==> src/design/sensor_frame_crc_convert_top_macros.svh <==
// ----------------------------------------------------------------------------
// sensor frame crc convert - assertion macros
// concurrent check wrappers, empty when built for synthesis
// ----------------------------------------------------------------------------
`ifndef SENSOR_FRAME_CRC_CONVERT_TOP_MACROS_SVH
`define SENSOR_FRAME_CRC_CONVERT_TOP_MACROS_SVH

`ifndef SYNTHESIS
// check held out of reset
`define SFCC_ASSERT(lbl, clk, rst_n, prop) \
    lbl: assert property (@(posedge clk) disable iff (!rst_n) prop) \
        else $error("sfcc check failed");
// check that also runs through reset
`define SFCC_ASSERT_ALWAYS(lbl, clk, prop) \
    lbl: assert property (@(posedge clk) prop) \
        else $error("sfcc check failed");
`else
`define SFCC_ASSERT(lbl, clk, rst_n, prop)
`define SFCC_ASSERT_ALWAYS(lbl, clk, prop)
`endif

`endif

==> src/design/sfcc_pkg.sv <==
// ----------------------------------------------------------------------------
// sfcc_pkg
// shared types, constants and helper functions of the sensor frame decoder
// ----------------------------------------------------------------------------
package sfcc_pkg;

    localparam logic [7:0]  CRC_POLY    = 8'h31;
    localparam logic [7:0]  CRC_INIT    = 8'hFF;

    localparam int          TEMP_W      = 15;
    localparam int          HUM_W       = 14;
    localparam int          PROD_W      = 31;

    localparam logic [14:0] TEMP_SCALE  = 15'd17500;
    localparam logic [14:0] HUM_SCALE   = 15'd12500;
    localparam logic [15:0] TEMP_OFFSET = 16'd4500;
    localparam logic [14:0] HUM_OFFSET  = 15'd600;
    localparam logic [14:0] HUM_MAX     = 15'd10000;
    localparam logic [16:0] FULL_SCALE  = 17'd65535;

    // index of the next byte within a frame
    typedef enum logic [2:0] {
        POS_T_MSB,
        POS_T_LSB,
        POS_T_CRC,
        POS_H_MSB,
        POS_H_LSB,
        POS_H_CRC,
        POS_IDLE
    } byte_pos_t;

    typedef struct packed {
        logic       valid;
        logic [7:0] byte_value;
        logic       frame_start;
    } sfcc_step_t;

    typedef struct packed {
        logic                     fire;
        logic signed [TEMP_W-1:0] temperature_centi;
        logic [HUM_W-1:0]         humidity_centi;
        logic                     status;
    } sfcc_result_t;

    // crc-8, msb first, no reflection
    function automatic logic [7:0] crc8_feed(input logic [7:0] crc, input logic [7:0] b);
        logic [7:0] c;
        c = crc ^ b;
        for (int i = 0; i < 8; i++) begin
            c = c[7] ? ((c << 1) ^ CRC_POLY) : (c << 1);
        end
        return c;
    endfunction

    // floor(x / 65535) for x < 2^31: q0 = x >> 16, remainder x[15:0] + q0 stays
    // below twice the divisor, so one compare fixes the quotient
    function automatic logic [14:0] div_full_scale(input logic [PROD_W-1:0] x);
        logic [14:0] q0;
        logic [16:0] rem;
        q0  = x[PROD_W-1:16];
        rem = {1'b0, x[15:0]} + {2'b00, q0};
        return q0 + 15'(rem >= FULL_SCALE);
    endfunction

endpackage

==> src/design/sfcc_decode.sv <==
// ----------------------------------------------------------------------------
// sfcc_decode
// frame position tracking, per-word crc check and raw-to-centi conversion
// ----------------------------------------------------------------------------
module sfcc_decode
    import sfcc_pkg::*;
(
    input  logic         aclk,
    input  logic         aresetn,
    input  sfcc_step_t   step,
    output sfcc_result_t result
);

    byte_pos_t          pos_reg, pos_next;
    logic [7:0]         crc_reg, crc_next;
    logic               t_ok_reg, t_ok_next;
    logic [7:0]         t_msb_reg, t_msb_next;
    logic [7:0]         h_msb_reg, h_msb_next;
    logic [PROD_W-1:0]  t_prod_reg, t_prod_next;
    logic [PROD_W-1:0]  h_prod_reg, h_prod_next;

    byte_pos_t          pos;
    logic [7:0]         crc_in;
    logic [7:0]         crc_fed;
    logic [14:0]        t_q;
    logic [14:0]        h_q;
    logic [15:0]        t_val;
    logic [14:0]        h_val;

    assign pos     = step.frame_start ? POS_T_MSB : pos_reg;
    assign crc_in  = step.frame_start ? CRC_INIT : crc_reg;
    assign crc_fed = crc8_feed(crc_in, step.byte_value);

    // products were registered when each word completed
    assign t_q   = div_full_scale(t_prod_reg);
    assign h_q   = div_full_scale(h_prod_reg);
    assign t_val = {1'b0, t_q} - TEMP_OFFSET;
    assign h_val = h_q - HUM_OFFSET;

    always_comb begin
        pos_next    = pos_reg;
        crc_next    = crc_reg;
        t_ok_next   = t_ok_reg;
        t_msb_next  = t_msb_reg;
        h_msb_next  = h_msb_reg;
        t_prod_next = t_prod_reg;
        h_prod_next = h_prod_reg;

        result.fire              = 1'b0;
        result.temperature_centi = TEMP_W'(t_val);
        if (h_q < HUM_OFFSET) begin
            result.humidity_centi = '0;
        end else if (h_val > HUM_MAX) begin
            result.humidity_centi = HUM_W'(HUM_MAX);
        end else begin
            result.humidity_centi = HUM_W'(h_val);
        end
        result.status = !(t_ok_reg && (crc_in == step.byte_value));

        if (step.valid) begin
            unique case (pos)
                POS_T_MSB: begin
                    t_msb_next = step.byte_value;
                    crc_next   = crc_fed;
                    pos_next   = POS_T_LSB;
                end
                POS_T_LSB: begin
                    t_prod_next = PROD_W'({t_msb_reg, step.byte_value}) * PROD_W'(TEMP_SCALE);
                    crc_next    = crc_fed;
                    pos_next    = POS_T_CRC;
                end
                POS_T_CRC: begin
                    t_ok_next = (crc_in == step.byte_value);
                    crc_next  = CRC_INIT;
                    pos_next  = POS_H_MSB;
                end
                POS_H_MSB: begin
                    h_msb_next = step.byte_value;
                    crc_next   = crc_fed;
                    pos_next   = POS_H_LSB;
                end
                POS_H_LSB: begin
                    h_prod_next = PROD_W'({h_msb_reg, step.byte_value}) * PROD_W'(HUM_SCALE);
                    crc_next    = crc_fed;
                    pos_next    = POS_H_CRC;
                end
                POS_H_CRC: begin
                    result.fire = 1'b1;
                    crc_next    = CRC_INIT;
                    pos_next    = POS_IDLE;
                end
                default: begin
                    // idle: bytes without a frame start are dropped
                    pos_next = POS_IDLE;
                end
            endcase
        end
    end

    always_ff @(posedge aclk) begin
        if (!aresetn) begin
            pos_reg  <= POS_IDLE;
            crc_reg  <= CRC_INIT;
            t_ok_reg <= 1'b0;
        end else begin
            pos_reg  <= pos_next;
            crc_reg  <= crc_next;
            t_ok_reg <= t_ok_next;
        end
    end

    always_ff @(posedge aclk) begin
        t_msb_reg  <= t_msb_next;
        h_msb_reg  <= h_msb_next;
        t_prod_reg <= t_prod_next;
        h_prod_reg <= h_prod_next;
    end

endmodule

==> src/design/sensor_frame_crc_convert_top.sv <==
// ----------------------------------------------------------------------------
// sensor_frame_crc_convert_top
// six-byte sensor frame decoder with crc-8 checks and centi-unit conversion
// ----------------------------------------------------------------------------
// Takes one sensor byte per cycle unless stalled (temp msb, lsb, crc, humidity
// msb, lsb, crc), with tuser marking the first byte of a frame; a marked byte
// always restarts the frame. After the sixth byte one result gives temperature
// in 0.01 degC, humidity in 0.01 %RH clamped to 0..10000, and a status flag
// that is set when either word fails its crc-8 (poly 0x31, init 0xFF). Bytes
// after the sixth are dropped until the next frame start. Throughput is one
// byte per clock while m_tready does not hold a waiting result; a result
// leaves through the input register and the result register around the
// decode logic. The scale multiply happens when each word completes, so the
// last byte only does the divide-by-65535 correction and clamp.
// ----------------------------------------------------------------------------
`include "sensor_frame_crc_convert_top_macros.svh"

module sensor_frame_crc_convert_top
    import sfcc_pkg::*;
(
    input  logic        aclk,
    input  logic        aresetn,

    input  logic        s_tvalid,
    output logic        s_tready,
    input  logic [7:0]  s_tdata,   // [7:0] byte_value
    input  logic [0:0]  s_tuser,   // [0] frame_start

    output logic        m_tvalid,
    input  logic        m_tready,
    output logic [31:0] m_tdata,   // [14:0] temperature_centi, [28:15] humidity_centi
    output logic [0:0]  m_tuser    // [0] status
);

    logic                     in_valid_reg, in_valid_next;
    logic [7:0]               in_byte_reg;
    logic                     in_start_reg;
    logic                     out_valid_reg, out_valid_next;
    logic signed [TEMP_W-1:0] out_temp_reg;
    logic [HUM_W-1:0]         out_hum_reg;
    logic                     out_status_reg;

    logic                     advance;
    logic                     s_accept;
    sfcc_step_t               step;
    sfcc_result_t             res;

    // move the held byte on once the result slot is free or being freed
    assign advance  = in_valid_reg && (!out_valid_reg || m_tready);
    assign s_tready = !in_valid_reg || advance;
    assign s_accept = s_tvalid && s_tready;

    assign step.valid       = advance;
    assign step.byte_value  = in_byte_reg;
    assign step.frame_start = in_start_reg;

    sfcc_decode u_decode (
        .aclk    (aclk),
        .aresetn (aresetn),
        .step    (step),
        .result  (res)
    );

    always_comb begin
        in_valid_next = in_valid_reg;
        if (s_accept) begin
            in_valid_next = 1'b1;
        end else if (advance) begin
            in_valid_next = 1'b0;
        end

        out_valid_next = out_valid_reg;
        if (advance) begin
            out_valid_next = res.fire;
        end else if (m_tready) begin
            out_valid_next = 1'b0;
        end
    end

    always_ff @(posedge aclk) begin
        if (!aresetn) begin
            in_valid_reg  <= 1'b0;
            out_valid_reg <= 1'b0;
        end else begin
            in_valid_reg  <= in_valid_next;
            out_valid_reg <= out_valid_next;
        end
    end

    always_ff @(posedge aclk) begin
        if (s_accept) begin
            in_byte_reg  <= s_tdata;
            in_start_reg <= s_tuser[0];
        end
        if (advance && res.fire) begin
            out_temp_reg   <= res.temperature_centi;
            out_hum_reg    <= res.humidity_centi;
            out_status_reg <= res.status;
        end
    end

    assign m_tvalid = out_valid_reg;
    assign m_tdata  = {3'b000, out_hum_reg, out_temp_reg};
    assign m_tuser  = out_status_reg;

    // a held byte that cannot move keeps its contents
    `SFCC_ASSERT(a_in_hold, aclk, aresetn,
        in_valid_reg && !advance |=> in_valid_reg && $stable(in_byte_reg) && $stable(in_start_reg))
    // a new result only follows a byte that moved into the decoder
    `SFCC_ASSERT(a_out_source, aclk, aresetn,
        $rose(out_valid_reg) |-> $past(advance))
    // a result is never overwritten while it waits
    `SFCC_ASSERT(a_out_no_clobber, aclk, aresetn,
        out_valid_reg && !m_tready |-> !advance)
    // reset empties both register stages
    `SFCC_ASSERT_ALWAYS(a_reset_empty, aclk,
        !aresetn |=> !in_valid_reg && !out_valid_reg)

endmodule
==> config.mk <==
export PLATFORM = sky130hd
export DESIGN_NAME = sensor_frame_crc_convert_top
export DESIGN_NICKNAME = d
export VERILOG_FILES = /design/src/design/sfcc_pkg.sv /design/src/design/sfcc_decode.sv /design/src/design/sensor_frame_crc_convert_top.sv
export VERILOG_INCLUDE_DIRS = /design/src /design/src/design
export SDC_FILE = /design/constraint.sdc
export NUM_CORES = 1
export LEC_CHECK = 0
export BUFFER_PORTS_ARGS = -buffer_cell sky130_fd_sc_hd__buf_2
export CORE_MARGIN = 3
export CORE_UTILIZATION = 60
export DETAILED_ROUTE_END_ITERATION = 8
export HOLD_SLACK_MARGIN = 0.08
export PLACE_DENSITY = 0.86
export SLEW_MARGIN = 5
export SYNTH_ARGS = -nofsm -noshare
export SYNTH_HDL_FRONTEND = slang
export SYNTH_SLANG_ARGS = --single-unit
==> constraint.sdc <==
create_clock -name aclk -period 6.6 [get_ports aclk]
set_clock_uncertainty 0.05 [all_clocks]
set_input_delay 0.99 -clock aclk [delete_from_list [all_inputs] [get_ports aclk]]
set_output_delay 0.99 -clock aclk [all_outputs]
set_load 0.01 [all_outputs]
## Word-level counts from Yosys, hierarchy flattened

Cells that the tools add are included.

- Mux-type cells: 19
- Order comparisons: 4
- Reduce and logical (&&, ||, !) cells: 22
- $mul: 2
- Add/sub/neg operators: 6
- Bitwise logic cells: 9
- Eq/ne operators: 6

Operator list:

| kind | count |
|---|---|
| $mux W6 | 8 |
| $ge A17 B16 Y1 const B | 2 |
| $mul A16 B13 Y29 const B | 1 |
| $mul A16 B12 Y28 const B | 1 |
| $not A3 Y3 | 8 |
| $add A16 B14 Y17 | 1 |
| $add A16 B15 Y17 | 1 |
| $pmux W8 S2 | 1 |
| $add A14 B1 Y15 | 1 |
| $add A15 B1 Y15 | 1 |
| $gt A15 B14 Y1 const B | 1 |
| $lt A15 B10 Y1 const B | 1 |
| $pmux W3 S5 | 1 |
| $sub A15 B10 Y15 const B | 1 |
| $sub A15 B13 Y15 const B | 1 |
| $mux W14 | 1 |
| $reduce_and A2 Y1 | 6 |
| $eq A8 B8 Y1 | 1 |
| $mux W8 | 1 |
| $xor A8 B8 Y8 | 1 |
| $eq A3 B2 Y1 const B | 2 |
| $eq A3 B3 Y1 const B | 2 |
| $mux W1 | 6 |
| $reduce_bool A2 Y1 | 3 |
| 8 further kinds | 15 |

- Bits of input ports: 13
- Word-level logic and storage cells: 83
- Output and inout bits: 35
- Bits in registers: 126

## Logic depth before layout (Yosys ltp)

- Word-level depth: 19
- Depth in mapped cells: 26
- Depth with buffers taken out: 25

## Modules after synthesis

A second synthesis with hierarchy kept.

- Cell total of the unflattened synthesis: 1,288
- Area, all modules: 13,035.0 um^2

Modules (own cells, without submodules):

| module | area each (um^2) | cells an instance | seq. area each (um^2) | instances |
|---|---|---|---|---|
| sfcc_decode | 11,725.0 | 1,232 | 2,432.3 | 1 |
| sensor_frame_crc_convert_top | 1,310.0 | 56 | 1,211.2 | 1 |

## Least setup slack after synthesis

OpenSTA, ideal clock, no wires.

- Path kind: reg2reg
- From: register u_decode.h_prod_reg[19]
- To: register out_hum_reg[10] (data pin)
- Data arrival time: 5,051 ps
- Stages on the path, launching flop included: 27
- Path buffers: 2
- Setup slack: 1,243 ps
- Cell sequence: edfxtp_1 buf_2 inv_1 fa_1 nor2b_1 o21a_1 o21a_1 o21ai_0 nand2b_1 a31o_2 a211o_1 o41ai_1 a41o_1 ha_1 ha_1 buf_2 nand3_1 xnor2_1 ha_1 o32ai_1 nand2_1 a32oi_1 o21a_1 nor2_1 or4_4 a21bo_4 a21oi_1

- Longest elaborated chain between the ends: 6
- Elaborated cells on any way between the ends: 7

Ends and longest elaborated chain:

| what | RTL line | source |
|---|---|---|
| from (decl) | sfcc_decode.sv:20 | `logic [PROD_W-1:0] h_prod_reg, h_prod_next;` |
| from (signal assigned) | sfcc_decode.sv:116 | `h_prod_reg <= h_prod_next;` |
| $add A16 B14 Y17 | sfcc_pkg.sv:61 | `rem = {1'b0, x[15:0]} + {2'b00, q0};` |
| $ge A17 B16 Y1 | sfcc_pkg.sv:62 | `return q0 + 15'(rem >= FULL_SCALE);` |
| $add A14 B1 Y15 * | sfcc_pkg.sv:62 |  |
| $sub A15 B10 Y15 | sfcc_decode.sv:38 | `assign h_val = h_q - HUM_OFFSET;` |
| $gt A15 B14 Y1 | sfcc_decode.sv:53 | `end else if (h_val > HUM_MAX) begin` |
| $mux W14 | sfcc_decode.sv:53 |  |
| to (signal assigned) | sensor_frame_crc_convert_top.sv:97 | `out_hum_reg <= res.humidity_centi;` |
| to (decl) | sensor_frame_crc_convert_top.sv:40 | `logic [HUM_W-1:0] out_hum_reg;` |

Every way passes the cells marked *; elsewhere a longest branch is shown, timed or not.
A chain may end at the register's enable or synchronous reset.

## Final worst setup path

- From: register u_decode.h_prod_reg[18]
- To: register out_hum_reg[5] (data pin)

- Longest elaborated chain between the ends: 6
- Elaborated cells on any way between the ends: 7

Ends and longest elaborated chain:

| what | RTL line |
|---|---|
| $add A16 B14 Y17 | sfcc_pkg.sv:61 |
| $ge A17 B16 Y1 | sfcc_pkg.sv:62 |
| $add A14 B1 Y15 * | sfcc_pkg.sv:62 |
| $sub A15 B10 Y15 | sfcc_decode.sv:38 |
| $gt A15 B14 Y1 | sfcc_decode.sv:53 |
| $reduce_or A2 Y1 (no line) | n/a |

Marks and branches as above.

==> results.toml <==
[logic_synthesis]
synth_edf_count = 112
synth.yosys.seq_area_share = 0.284
ys_ff_latch = 126
synth_cell_types = 74
syn-mean-instance-area_um2 = 10.3
postSynth.asyncResetShare = 0
syn_area_mm2 = 0.0128
ys.flop_type = "edfxtp_1"
yosysWarningCount = 0
synth_cells = 1249

[placement]
hpwl_um = 20200
placed_cell_area_mm2 = 0.0133
gp_congestion = 0.930
dp_slack_ps = 553
port_buffers = 44

[cts]
cts_buffers = 17
cts_hold_buf = 0
cts_buffer_depth = 2
cts-root-buf = "clkbuf_16"
htreeDepth = 4
clk_latency_ps = 430
cts_setup_buffers = 0
path_clk_slew_ps = 60
cts.sinks = 126
cts_resized = 0
cts_tree = "yes"

[sta]
min_period_ps = 6100
tightest_slew_ps = 1030
slew_violations = 0
setup_violations = 0
fin_tns_setup_ps = 0
finalCritPeriodShare = 0.925
rsz0062_at_grt = "false"
relSlewSlack = 0.310
finalHoldViolCount = 0
setup_slack_ps = 496
fmax_mhz = 164
worst_hold_slack_ps = 409

[die]
fp-row-count = 52
dieArea_mm2 = 0.0232
core_area_mm2 = 0.0206
ios = 48
die_w_um = 152
die_h_um = 152
start_util = 0.622

[worst_setup_path]
r2r-start = "u_decode.h_prod_reg[18]"
cp-start-kind = "register"
cp_data_arrival_time_ps = 6220
cp-startpoint = "u_decode.h_prod_reg[18]"
reg2reg_slack_ps = 500
path_class = "register to register"
reg2reg_to = "out_hum_reg[5]"
reg2reg_depth = 25
crit_end = "out_hum_reg[5]"
required_ps = 6710
crit_fanout = 11
end_kind = "register"

[global_routing]
antenna_found_initial = 0
busiest_layer = "met2"
use_met2 = 0.385
grt_overflow = 0
met1_usage = 0.306
grt_pass1_wl_um = 43800
grt_max_degree = 32
grt.total_usage = 0.229
grt_pass1_vias = 9315
use_met3 = 0.0332

[power_and_ir_drop]
power.share.clock = 0.221
switching_share = 0.402
p_per_area_mw_per_mm2 = 304
pwr-share-seq = 0.249
p_int_mw = 2.53
cellLeakagePower_nw = 6.49
ir_drop_mv = 0.194
combPwrFrac = 0.530
p_sw_mw = 1.70

[finish]
drive_gt1_frac = 0.0843
area_growth_pct = 8.59
final_cell_mix = "inv_1, ha_1, edfxtp_1"
largest_register_ffs = 29
final_common_cell = "inv_1"
post-route-util = 0.675
final_nets = 1629
design_area_mm2 = 0.0139
n_fill_cell = 1442
diodes = 0

[routing]
wire_per_inst_um = 16.3
ant_nets = 0
drt_pass1_iterations = 5
routed_via_density = 5.69
drt_iter0_drc = 512
via_count = 9031
routed_wirelength_um = 25900
drc_errors = 0

[hold_path]
hp-class = "register to register"
hold_depth = 1

[run]
max-cap-violations = 0

[run_status]
status = "complete, no violations"
logic make-up after synthesis:
kind of cell | count (synthesis) | synth area share
buffers and inverters | 253 | 0.0772
muxes | 3 | 0.00234
other | 1 | 0.000293
DFF | 126 | 0.284
AOI/OAI and AO/OA | 209 | 0.108
adders and majority gates | 313 | 0.359
and+or+nand+nor | 229 | 0.0901
xor gates and xnor gates | 115 | 0.0792
layer usage:
metal / vias to the layer above / wire length [µm] / share of wire
li1: 4354 / - / -
met2: 297 / 12500 / 0.48
met1: 4320 / 11300 / 0.44
met5: - / 0 / 0
met4: 0 / 680 / 0.026
met3: 60 / 1410 / 0.054
stage by stage:
stage | instances | power, mW
2_1_floorplan | 1251 | 2.81
3_3_place_gp | 1554 | 3.16
3_5_place_dp | 1554 | 3.24
4_1_cts | 1586 | 4.22
5_1_grt | 1586 | 4.58
6_report | 1586 | 4.23
synthesized netlist by cell type (5+ instances only):
library cell | number | share of area
clkbuf_1 | 5 | 0.0015
nand2_1 | 49 | 0.014
o21ai_0 | 35 | 0.014
inv_1 | 236 | 0.069
edfxtp_1 | 112 | 0.26
a31oi_1 | 8 | 0.0039
xnor2_1 | 83 | 0.057
fa_1 | 91 | 0.14
o21bai_1 | 12 | 0.0070
buf_2 | 5 | 0.0020
or3_1 | 7 | 0.0034
nor3_1 | 18 | 0.0070
nand2b_1 | 8 | 0.0039
dfxtp_1 | 14 | 0.022
a21o_1 | 19 | 0.011
nand4_1 | 8 | 0.0039
a31o_2 | 5 | 0.0034
nand3_1 | 10 | 0.0039
and2_1 | 11 | 0.0054
a211o_1 | 5 | 0.0034
o21a_1 | 14 | 0.0082
a21oi_1 | 62 | 0.024
o22ai_1 | 8 | 0.0039
nor2b_1 | 16 | 0.0078
nor2_1 | 68 | 0.020
nor4_1 | 10 | 0.0049
xor2_1 | 31 | 0.021
ha_1 | 222 | 0.22
worst min-delay path by stage:
stage / to / slack, ps / startpoint
global placement: m_tuser / 390 / u_decode.t_ok_reg
floorplan: m_tuser / 380 / u_decode.t_ok_reg
detailed placement: m_tuser / 400 / u_decode.t_ok_reg
finish: m_tuser / 410 / u_decode.t_ok_reg
CTS: m_tuser / 410 / u_decode.t_ok_reg
global route: m_tuser / 430 / u_decode.t_ok_reg
cell type report:
type	instances	area (µm²)	share of cell area
clock buffer	17	425	0.0306
clock inverter	15	150	0.0108
inverter	236	886	0.0636
multi-input combinational	872	8210	0.590
sequential	126	3640	0.262
tap	270	338	0.0243
timing repair buffer	50	265	0.0191
power by group through the flow:
stage,Combinational (mW),Sequential (mW),Clock (mW)
6_report,2.24,1.05,0.933
3_5_place_dp,2.17,1.07,0
2_1_floorplan,1.75,1.05,0
4_1_cts,2.23,1.05,0.942
5_1_grt,2.55,1.05,0.974
3_3_place_gp,2.10,1.07,0
critical path, cell delays in order, from the launching register on:
cell and delay (ps):
edfxtp_1 580, ha_1 290, inv_1 70, fa_1 190, nor2b_1 70, o21a_1 160, o21a_1 150, o21ai_0 150
nand2b_1 110, a31o_2 270, a211o_1 280, o41ai_1 360, a41o_1 150, ha_1 210, ha_1 350, nand3_1 170
xnor2_1 170, ha_1 270, o32ai_1 290, nand2_1 90, a32oi_1 310, o21a_1 230, and3_4 240, or4_4 150
a21boi_1 410, nor2_1 90
Note: power is estimated with default switching activity, not from simulation.
